$ cat config.mk
export PLATFORM = sky130hd
export DESIGN_NAME = page_diff_detector_flat
export DESIGN_NICKNAME = d
export VERILOG_FILES = /design/src/pdd_pkg.sv /design/src/pdd_if.sv /design/src/pdd_core.sv /design/src/pdd_out_queue.sv /design/src/page_diff_detector.sv /design/src/flat_wrapper.sv
export SDC_FILE = /design/constraint.sdc
export NUM_CORES = 1
export LEC_CHECK = 0
export BUFFER_PORTS_ARGS = -buffer_cell sky130_fd_sc_hd__buf_2
export CORE_MARGIN = 3
export CORE_UTILIZATION = 29
export CTS_CLUSTER_SIZE = 14
export DETAILED_ROUTE_END_ITERATION = 10
export PLACE_DENSITY_LB_ADDON = 0.05
export SLEW_MARGIN = 40
export SYNTH_ARGS = -nofsm -noshare
export SYNTH_HDL_FRONTEND = slang
export SYNTH_SLANG_ARGS = --single-unit
$ cat constraint.sdc
create_clock -name clk -period 6.9 [get_ports clk]
set_clock_uncertainty 0.2 [all_clocks]
set_input_delay 0.345 -clock clk [delete_from_list [all_inputs] [get_ports clk]]
set_output_delay 0.345 -clock clk [all_outputs]
set_load 0.03 [all_outputs]
$ cat src/pdd_pkg.sv
// Package: shared types, constants and helper functions of the page diff detector.
package pdd_pkg;

  localparam int unsigned PAGE_W   = 13;
  localparam int unsigned CNT_W    = 32;
  localparam int unsigned BYTE_W   = 8;
  localparam int unsigned QDEPTH   = 4;
  localparam int unsigned QPTR_W   = $clog2(QDEPTH);
  localparam int unsigned QCNT_W   = $clog2(QDEPTH + 1);

  localparam logic [PAGE_W-1:0] MAX_PAGE_SIZE  = PAGE_W'(4096);
  localparam logic [PAGE_W-1:0] PAGE_SIZE_RST  = PAGE_W'(4096);
  localparam logic [CNT_W-1:0]  CNT_MAX        = '1;

  typedef enum logic {
    KIND_CHUNK   = 1'b0,
    KIND_SUMMARY = 1'b1
  } kind_t;

  typedef struct packed {
    logic [BYTE_W-1:0] base_data;
    logic              base_present;
    logic [BYTE_W-1:0] tgt_data;
    logic              last_byte;
  } in_item_t;

  typedef struct packed {
    kind_t             item_kind;
    logic [CNT_W-1:0]  page_number;
    logic [PAGE_W-1:0] chunk_length;
    logic [CNT_W-1:0]  payload_position;
    logic [CNT_W-1:0]  total_chunks;
    logic              final_item;
  } result_t;

  // Results produced by one byte: count (0..2) and the two slots in order.
  typedef struct packed {
    logic [1:0] cnt;
    result_t    res0;
    result_t    res1;
  } push_t;

  function automatic logic [CNT_W-1:0] sat_add(input logic [CNT_W-1:0] a,
                                               input logic [CNT_W-1:0] b);
    logic [CNT_W:0] sum;
    sum = {1'b0, a} + {1'b0, b};
    return sum[CNT_W] ? CNT_MAX : sum[CNT_W-1:0];
  endfunction

endpackage

$ cat src/pdd_if.sv
// Interfaces: byte input channel, result channel and page size write channel.
interface pdd_in_if;
  logic                       valid;
  logic                       ready;
  logic [pdd_pkg::BYTE_W-1:0] base_data;
  logic                       base_present;
  logic [pdd_pkg::BYTE_W-1:0] tgt_data;
  logic                       last_byte;

  modport source (output valid, base_data, base_present, tgt_data, last_byte,
                  input ready);
  modport sink   (input valid, base_data, base_present, tgt_data, last_byte,
                  output ready);
endinterface

interface pdd_out_if;
  logic                       valid;
  logic                       ready;
  logic                       item_kind;
  logic [pdd_pkg::CNT_W-1:0]  page_number;
  logic [pdd_pkg::PAGE_W-1:0] chunk_length;
  logic [pdd_pkg::CNT_W-1:0]  payload_position;
  logic [pdd_pkg::CNT_W-1:0]  total_chunks;
  logic                       final_item;

  modport source (output valid, item_kind, page_number, chunk_length,
                  payload_position, total_chunks, final_item, input ready);
  modport sink   (input valid, item_kind, page_number, chunk_length,
                  payload_position, total_chunks, final_item, output ready);
endinterface

interface pdd_cfg_if;
  logic                       valid;
  logic                       ready;
  logic [pdd_pkg::PAGE_W-1:0] pg_bytes;

  modport source (output valid, pg_bytes, input ready);
  modport sink   (input valid, pg_bytes, output ready);
endinterface

$ cat src/pdd_core.sv
// Core: page size register, per-image counters and result generation for one byte.
module pdd_core (
  input  logic              clk,
  input  logic              rst_n,
  pdd_cfg_if.sink           cfg_ch,
  input  pdd_pkg::in_item_t item,
  input  logic              adv,
  output pdd_pkg::push_t    push
);
  import pdd_pkg::*;

  logic [PAGE_W-1:0] psz_r;
  logic [PAGE_W-1:0] off_r, off_nxt;
  logic [CNT_W-1:0]  page_r, page_nxt;
  logic              chg_r, chg_nxt;
  logic [CNT_W-1:0]  chunks_r, chunks_nxt;
  logic [CNT_W-1:0]  payload_r, payload_nxt;

  logic [BYTE_W-1:0] base_eff;
  logic              changed;
  logic [PAGE_W:0]   len;
  logic [PAGE_W-1:0] eff_size;
  logic              close;
  logic              chunk_emit;
  logic [CNT_W-1:0]  chunks_a, payload_a, page_a;
  result_t           chunk_res, sum_res;

  assign cfg_ch.ready = 1'b1;

  always_ff @(posedge clk) begin
    if (!rst_n) begin
      psz_r <= PAGE_SIZE_RST;
    end else if (cfg_ch.valid) begin
      psz_r <= cfg_ch.pg_bytes;
    end
  end

  always_comb begin
    base_eff = item.base_present ? item.base_data : '0;
    changed  = chg_r | (base_eff != item.tgt_data);
    len      = {1'b0, off_r} + (PAGE_W+1)'(1);
    if (psz_r == '0) begin
      eff_size = PAGE_W'(1);
    end else if (psz_r > MAX_PAGE_SIZE) begin
      eff_size = MAX_PAGE_SIZE;
    end else begin
      eff_size = psz_r;
    end
    close      = (len >= {1'b0, eff_size}) || item.last_byte;
    chunk_emit = close && changed;

    chunks_a  = chunk_emit ? sat_add(chunks_r, CNT_W'(1)) : chunks_r;
    payload_a = chunk_emit ? sat_add(payload_r, CNT_W'(len)) : payload_r;
    page_a    = close ? sat_add(page_r, CNT_W'(1)) : page_r;

    chunk_res.item_kind        = KIND_CHUNK;
    chunk_res.page_number      = page_r;
    chunk_res.chunk_length     = len[PAGE_W-1:0];
    chunk_res.payload_position = payload_r;
    chunk_res.total_chunks     = chunks_a;
    chunk_res.final_item       = !item.last_byte;

    sum_res.item_kind        = KIND_SUMMARY;
    sum_res.page_number      = '0;
    sum_res.chunk_length     = '0;
    sum_res.payload_position = payload_a;
    sum_res.total_chunks     = chunks_a;
    sum_res.final_item       = 1'b1;

    push.res0 = chunk_emit ? chunk_res : sum_res;
    push.res1 = sum_res;
    push.cnt  = adv ? ({1'b0, chunk_emit} + {1'b0, item.last_byte}) : 2'd0;

    off_nxt     = close ? '0 : len[PAGE_W-1:0];
    chg_nxt     = close ? 1'b0 : changed;
    page_nxt    = item.last_byte ? '0 : page_a;
    chunks_nxt  = item.last_byte ? '0 : chunks_a;
    payload_nxt = item.last_byte ? '0 : payload_a;
  end

  always_ff @(posedge clk) begin
    if (!rst_n) begin
      off_r     <= '0;
      page_r    <= '0;
      chg_r     <= 1'b0;
      chunks_r  <= '0;
      payload_r <= '0;
    end else if (adv) begin
      off_r     <= off_nxt;
      page_r    <= page_nxt;
      chg_r     <= chg_nxt;
      chunks_r  <= chunks_nxt;
      payload_r <= payload_nxt;
    end
  end

endmodule

$ cat src/pdd_out_queue.sv
// Result queue: takes up to two results a cycle, hands out one per transfer.
module pdd_out_queue (
  input  logic           clk,
  input  logic           rst_n,
  input  pdd_pkg::push_t push,
  output logic           room,
  pdd_out_if.source      out_ch
);
  import pdd_pkg::*;

  result_t           q_r [QDEPTH];
  logic [QPTR_W-1:0] wr_r, wr_nxt;
  logic [QPTR_W-1:0] rd_r, rd_nxt;
  logic [QCNT_W-1:0] cnt_r, cnt_nxt;
  logic              pop;
  logic [QPTR_W-1:0] wr_p1;
  result_t           head;

  assign room  = cnt_r <= QCNT_W'(QDEPTH - 2);
  assign pop   = out_ch.valid && out_ch.ready;
  assign wr_p1 = wr_r + QPTR_W'(1);

  always_comb begin
    wr_nxt  = wr_r + QPTR_W'(push.cnt);
    rd_nxt  = pop ? rd_r + QPTR_W'(1) : rd_r;
    cnt_nxt = cnt_r + QCNT_W'(push.cnt) - QCNT_W'(pop);
  end

  always_ff @(posedge clk) begin
    if (push.cnt != 2'd0) begin
      q_r[wr_r] <= push.res0;
    end
    if (push.cnt == 2'd2) begin
      q_r[wr_p1] <= push.res1;
    end
  end

  always_ff @(posedge clk) begin
    if (!rst_n) begin
      wr_r  <= '0;
      rd_r  <= '0;
      cnt_r <= '0;
    end else begin
      wr_r  <= wr_nxt;
      rd_r  <= rd_nxt;
      cnt_r <= cnt_nxt;
    end
  end

  assign head = q_r[rd_r];

  assign out_ch.valid            = cnt_r != '0;
  assign out_ch.item_kind        = head.item_kind;
  assign out_ch.page_number      = head.page_number;
  assign out_ch.chunk_length     = head.chunk_length;
  assign out_ch.payload_position = head.payload_position;
  assign out_ch.total_chunks     = head.total_chunks;
  assign out_ch.final_item       = head.final_item;

  a_cnt_bound: assert property (@(posedge clk) disable iff (!rst_n)
    cnt_r <= QCNT_W'(QDEPTH))
    else $error("result queue count past depth");

  a_push_room: assert property (@(posedge clk) disable iff (!rst_n)
    push.cnt != 2'd0 |-> room)
    else $error("push into queue without room for two");

  a_ptr_gap: assert property (@(posedge clk) disable iff (!rst_n)
    cnt_r != QCNT_W'(QDEPTH) |-> cnt_r[QPTR_W-1:0] == QPTR_W'(wr_r - rd_r))
    else $error("queue pointers disagree with count");

  a_two_ends_summary: assert property (@(posedge clk) disable iff (!rst_n)
    push.cnt == 2'd2 |-> push.res1.item_kind == KIND_SUMMARY &&
                         push.res0.item_kind == KIND_CHUNK)
    else $error("pair of results not chunk then summary");

endmodule

$ cat src/page_diff_detector.sv
// Top level: page diff detector, byte pair stream in, chunk descriptors out.
// Usage:
//   in_ch  - one target byte per transfer, with the base byte at the same
//            offset, a flag saying whether the base reaches that offset, and
//            a flag marking the last byte of the target image.
//   out_ch - chunk descriptors for changed pages, each sent when its page
//            closes (full or at the last byte), then one summary after the
//            last byte with the chunk count and total payload length.
//   cfg_ch - page size writes (0 acts as 1, above 4096 clamps to 4096);
//            always ready, write only while the block is idle.
// Path: a byte's results reach out_ch through the input register, then
// the result queue; the byte waits in the input register while the queue
// lacks room for two results.
// Throughput: one byte per cycle while the queue has room for two results;
// a chunk and the summary from one byte fill two slots of the four-entry result queue.
// Reset (rst_n low, synchronous): page size returns to 4096, all page and
// image counters clear, the queue empties.
// Stall: when out_ch is not ready the queue fills; the input register holds
// its byte while fewer than two free queue slots remain, and in_ch.ready
// drops once the input register is also full. Nothing is lost or repeated.
module page_diff_detector (
  input  logic      clk,
  input  logic      rst_n,
  pdd_in_if.sink    in_ch,
  pdd_out_if.source out_ch,
  pdd_cfg_if.sink   cfg_ch
);
  import pdd_pkg::*;

  logic     s1_valid_r, s1_valid_nxt;
  in_item_t s1_item_r;
  logic     s1_adv;
  logic     q_room;
  logic     in_xfer;
  push_t    push;

  // Advance the held byte whenever the queue can take two results.
  assign s1_adv      = s1_valid_r && q_room;
  assign in_ch.ready = !s1_valid_r || s1_adv;
  assign in_xfer     = in_ch.valid && in_ch.ready;

  always_comb begin
    s1_valid_nxt = s1_valid_r;
    if (in_xfer) begin
      s1_valid_nxt = 1'b1;
    end else if (s1_adv) begin
      s1_valid_nxt = 1'b0;
    end
  end

  always_ff @(posedge clk) begin
    if (!rst_n) begin
      s1_valid_r <= 1'b0;
    end else begin
      s1_valid_r <= s1_valid_nxt;
    end
  end

  // Capture the payload on every input transfer; no reset needed.
  always_ff @(posedge clk) begin
    if (in_xfer) begin
      s1_item_r.base_data    <= in_ch.base_data;
      s1_item_r.base_present <= in_ch.base_present;
      s1_item_r.tgt_data     <= in_ch.tgt_data;
      s1_item_r.last_byte    <= in_ch.last_byte;
    end
  end

  pdd_core u_core (
    .clk    (clk),
    .rst_n  (rst_n),
    .cfg_ch (cfg_ch),
    .item   (s1_item_r),
    .adv    (s1_adv),
    .push   (push)
  );

  pdd_out_queue u_queue (
    .clk    (clk),
    .rst_n  (rst_n),
    .push   (push),
    .room   (q_room),
    .out_ch (out_ch)
  );

  a_hold_when_blocked: assert property (@(posedge clk) disable iff (!rst_n)
    s1_valid_r && !q_room |=> s1_valid_r && $stable(s1_item_r))
    else $error("held byte lost while queue was full");

  a_no_push_idle: assert property (@(posedge clk) disable iff (!rst_n)
    !s1_valid_r |-> push.cnt == 2'd0)
    else $error("results pushed with no byte held");

  a_last_gives_summary: assert property (@(posedge clk) disable iff (!rst_n)
    s1_adv && s1_item_r.last_byte |-> push.cnt != 2'd0)
    else $error("last byte produced no summary");

endmodule

$ cat src/flat_wrapper.sv
// flat-port wrapper written by rule: the top's interface ports become plain ports
module page_diff_detector_flat import pdd_pkg::*;
  (clk, rst_n, in_ch_valid, in_ch_base_data, in_ch_base_present, in_ch_tgt_data, in_ch_last_byte, in_ch_ready, out_ch_valid, out_ch_item_kind, out_ch_page_number, out_ch_chunk_length, out_ch_payload_position, out_ch_total_chunks, out_ch_final_item, out_ch_ready, cfg_ch_valid, cfg_ch_pg_bytes, cfg_ch_ready);
  pdd_in_if in_ch_i ();
  pdd_out_if out_ch_i ();
  pdd_cfg_if cfg_ch_i ();
  input  logic clk;
  input  logic rst_n;
  input wire logic [$bits(in_ch_i.valid)-1:0] in_ch_valid;
  input wire logic [$bits(in_ch_i.base_data)-1:0] in_ch_base_data;
  input wire logic [$bits(in_ch_i.base_present)-1:0] in_ch_base_present;
  input wire logic [$bits(in_ch_i.tgt_data)-1:0] in_ch_tgt_data;
  input wire logic [$bits(in_ch_i.last_byte)-1:0] in_ch_last_byte;
  output wire logic [$bits(in_ch_i.ready)-1:0] in_ch_ready;
  output wire logic [$bits(out_ch_i.valid)-1:0] out_ch_valid;
  output wire logic [$bits(out_ch_i.item_kind)-1:0] out_ch_item_kind;
  output wire logic [$bits(out_ch_i.page_number)-1:0] out_ch_page_number;
  output wire logic [$bits(out_ch_i.chunk_length)-1:0] out_ch_chunk_length;
  output wire logic [$bits(out_ch_i.payload_position)-1:0] out_ch_payload_position;
  output wire logic [$bits(out_ch_i.total_chunks)-1:0] out_ch_total_chunks;
  output wire logic [$bits(out_ch_i.final_item)-1:0] out_ch_final_item;
  input wire logic [$bits(out_ch_i.ready)-1:0] out_ch_ready;
  input wire logic [$bits(cfg_ch_i.valid)-1:0] cfg_ch_valid;
  input wire logic [$bits(cfg_ch_i.pg_bytes)-1:0] cfg_ch_pg_bytes;
  output wire logic [$bits(cfg_ch_i.ready)-1:0] cfg_ch_ready;
  assign in_ch_i.valid = in_ch_valid;
  assign in_ch_i.base_data = in_ch_base_data;
  assign in_ch_i.base_present = in_ch_base_present;
  assign in_ch_i.tgt_data = in_ch_tgt_data;
  assign in_ch_i.last_byte = in_ch_last_byte;
  assign in_ch_ready = in_ch_i.ready;
  assign out_ch_valid = out_ch_i.valid;
  assign out_ch_item_kind = out_ch_i.item_kind;
  assign out_ch_page_number = out_ch_i.page_number;
  assign out_ch_chunk_length = out_ch_i.chunk_length;
  assign out_ch_payload_position = out_ch_i.payload_position;
  assign out_ch_total_chunks = out_ch_i.total_chunks;
  assign out_ch_final_item = out_ch_i.final_item;
  assign out_ch_i.ready = out_ch_ready;
  assign cfg_ch_i.valid = cfg_ch_valid;
  assign cfg_ch_i.pg_bytes = cfg_ch_pg_bytes;
  assign cfg_ch_ready = cfg_ch_i.ready;
  page_diff_detector u_core (.clk(clk), .rst_n(rst_n), .in_ch(in_ch_i), .out_ch(out_ch_i), .cfg_ch(cfg_ch_i));
endmodule
==> metrics.txt <==
status completed; CTS max path bufs 3; H-tree lvl count 3; Die Y around 320 µm; post-synthesis sequential element count a little under 600; worst hold start out_ch_ready; largest net degree at the start of global routing 73; Worst Path Max Fanout 28; die area around 100000 µm²; worst reg2reg path startpoint u_core.u_core.off_r[1]; first-pass GRT wire length 158000 µm; RD Place Congestion between 0.7 and 0.8; dpl cells just over 4000; I/O Buffers around 150; # nets final just under 3000; EDFF count, synth ~270; Most used DFF post-synth dfxtp_1; Ports 150; starting density of the core 0.293; non-filler instance count after layout about 4200; hold depth 4; vias in the first global route around 24000; commonest non-fill, non-tap cell in the layout dfxtp_1; Max Fclk ~0.16 GHz; Final Hold Viols 0; Avg Cell Area, Syn roughly 10 µm²; type of the worst setup path register to register; max-slew headroom at the worst pin 0.449; CTS tree done; First DRT Iteration DRCs around 1700; Synth Instances 2774; setup repair bufs after CTS 0; RSZ-0062 raised after global routing false; DP Area roughly 31000 µm²; Slew Limit Fails 0; Synthesis Warnings 0; syn_nets between 2000 and 3000; crit path capture type register; ratio of cells with drive above 1 in the final layout 0.179; Core ar. 98600 µm²; most frequent cells in the layout dfxtp_1 (319), o21ai_0 (312), edfxtp_1 (274); Worst-path clk slew approximately 0.050 ns; ANT nets after route 0; number of diodes 0; power density cells approximately 290 nW/µm²; DPL Wire Length roughly 66000 µm; Hold Path Class input pin to register; Register-to-Register Path Depth 19; grt total ovfl 0; Die W approximately 320 µm; mapped cell area approximately 29000 µm²; max_cap viols 0; setup slack after layout roughly 0.65 ns; Max IR drop VDD about 0.17 mV; Num CTS Buffers 76; Yosys cell types a little under 90; vias per cell 5.53; synth top area cells edfxtp_1 (28%), dfxtp_1 (22%), mux4_2 (8.7%), o21ai_0 (5.4%), nand3_1 (4.6%); design area between 30000 and 40000 µm²; Req. time, crit path 7.06 ns; r2r setup slk between 0.6 and 0.7 ns; critical path arrival 6.41 ns; Seq/Total Area, Yosys 0.507; Period Utilization, post-route 0.905; initial antenna violation count 1; Clock Latency Late Sink approximately 0.64 ns; Hold WS about 0.035 ns; LEAKAGE approximately 11 nW; share of the synthesized area in the top cell type 0.285; fin crit period 6.25 ns; Area Growth Syn to Fin 17.8%; Placement Rows between 100 and 150; CP startpoint kind register; Least-Margin Pin Slew slightly above 0.8 ns; reg2reg end u_core.u_queue.q_r[1][45]; setup TNS 0 ns; final setup violation count 0; clk sinks about 600; Root Buffer clkbuf_16; Total Wirelength approximately 110000 µm; routed vias 23400; post-place setup slack 0.652 ns; GRT Overall Usage 0.202; WL/cell around 25 µm; dominant cell type by area after synthesis edfxtp_1; DRC viols 0; fraction of registers with async set/reset 0; DR pass1 iterations 6
-- stage by stage --
stage	total power [W]	util
2_1_floorplan	0.00522	-
3_3_place_gp	0.00589	0.314
3_5_place_dp	0.00591	0.315
4_1_cts	0.00999	0.345
5_1_grt	0.0102	0.345
6_report	0.00980	0.345
-- flip-flops by register name (all words and copies together) (netlist names), named ones only --
signal	count
u_core.u_queue.rd_r	2
u_core.u_core.chg_r	1
u_core.u_queue.cnt_r	3
u_core.u_core.off_r	13
u_core.s1_item_r	18
u_core.u_core.psz_r	13
u_core.u_queue.q_r	444
u_core.u_core.chunks_r	32
u_core.u_queue.wr_r	2
u_core.u_core.page_r	32
u_core.u_core.payload_r	32
u_core.s1_valid_r	1
-- synth_stat cells, types with 9 or more instances --
| cell | instances |
|---|---|
| nor3_1 | 88 |
| a2111oi_2 | 9 |
| o2bb2ai_1 | 15 |
| clkbuf_1 | 186 |
| xnor2_1 | 26 |
| xor2_1 | 25 |
| buf_2 | 31 |
| and4_1 | 14 |
| and2_1 | 19 |
| a21oi_1 | 111 |
| a41oi_1 | 10 |
| o211ai_1 | 48 |
| nand3_1 | 267 |
| a22o_1 | 27 |
| or3_1 | 22 |
| a21o_1 | 16 |
| nor2_1 | 159 |
| a22oi_1 | 11 |
| a31oi_1 | 41 |
| and3_1 | 21 |
| o21ai_0 | 313 |
| nand2_1 | 227 |
| nor4_1 | 11 |
| dfxtp_1 | 321 |
| inv_1 | 43 |
| buf_1 | 15 |
| mux4_2 | 111 |
| nand2b_1 | 9 |
| a211oi_1 | 41 |
| ha_1 | 35 |
| a221o_1 | 15 |
| o22ai_1 | 10 |
| nand4_1 | 22 |
| mux2i_1 | 32 |
| edfxtp_1 | 274 |
| o31ai_1 | 12 |
-- cell type report --
type                    count  area [µm²]
fillers                  9820       64500
flip-flops and latches    595       14700
multi-input cells        1891       13300
clock buffers              99        2070
repair buffers            264        1840
well taps                1287        1610
clock inverters            41         410
inverters                  46         184
-- logic make-up after synthesis --
logic type	share of synthesized area
AND/OR/NAND/NOR	0.148
multiplexers	0.0976
adder cells (fa/ha/maj)	0.0165
flip-flops	0.507
other	0.000130
AO/OA/AOI/OAI	0.174
XOR/XNOR	0.0155
buffers and inverters	0.0404
-- power breakdown --
| group | leakage, nW | internal (W) | total, W | switching (W) |
|---|---|---|---|---|
| clock | 1.22 | 0.00238 | 0.00400 | 0.00162 |
| combinational | 4.92 | 0.000625 | 0.00187 | 0.00125 |
| sequential | 5.00 | 0.00383 | 0.00393 | 0.0000998 |
| total | 11.1 | 0.00684 | 0.00980 | 0.00296 |
-- worst max path at each step --
stage                                       from                        end  slack (ns)
after floorplan           u_core.u_core.off_r[1]  u_core.u_queue.q_r[1][10]        0.37
after global routing      u_core.u_core.off_r[1]  u_core.u_queue.q_r[1][45]        0.21
after global placement    u_core.u_core.off_r[1]  u_core.u_queue.q_r[1][37]        0.64
after detailed placement  u_core.u_core.off_r[1]  u_core.u_queue.q_r[1][37]        0.65
final                     u_core.u_core.off_r[1]  u_core.u_queue.q_r[1][45]        0.65
after CTS                 u_core.u_core.off_r[1]  u_core.u_queue.q_r[1][45]        0.60
-- metal layers --
layer  wire length (µm)  track usage  up-vias  part of all wire
met1              45700        0.259    11800              0.43
met3               4870       0.0296      160             0.046
li1                   -            -    10800                 -
met5                  0            0        -                 0
met4               3000       0.0623        0             0.028
met2              52000        0.351      663              0.49
-- critical path, cell delays in order, from the launching register on --
cell,delay (ns)
dfxtp_1,0.36
ha_1,0.22
nand3_1,0.18
nor3_1,0.40
and3_1,0.29
nand3_1,0.11
xnor2_1,0.14
buf_4,0.15
ha_1,0.29
and3_1,0.20
a2111oi_0,0.64
o21ai_2,0.18
o21ai_4,0.19
clkinv_2,0.08
ha_1,0.39
o21ai_1,0.59
nor3b_2,0.12
nor2_2,0.17
clkinv_2,0.55
buf_4,0.49
-- repair_timing --
action,4_1_cts,5_1_grt
gates resized for setup,0,0
hold buffers,46,0
endpoints found under the hold margin,32,0
No activity file was read; power rests on OpenSTA's default activity.
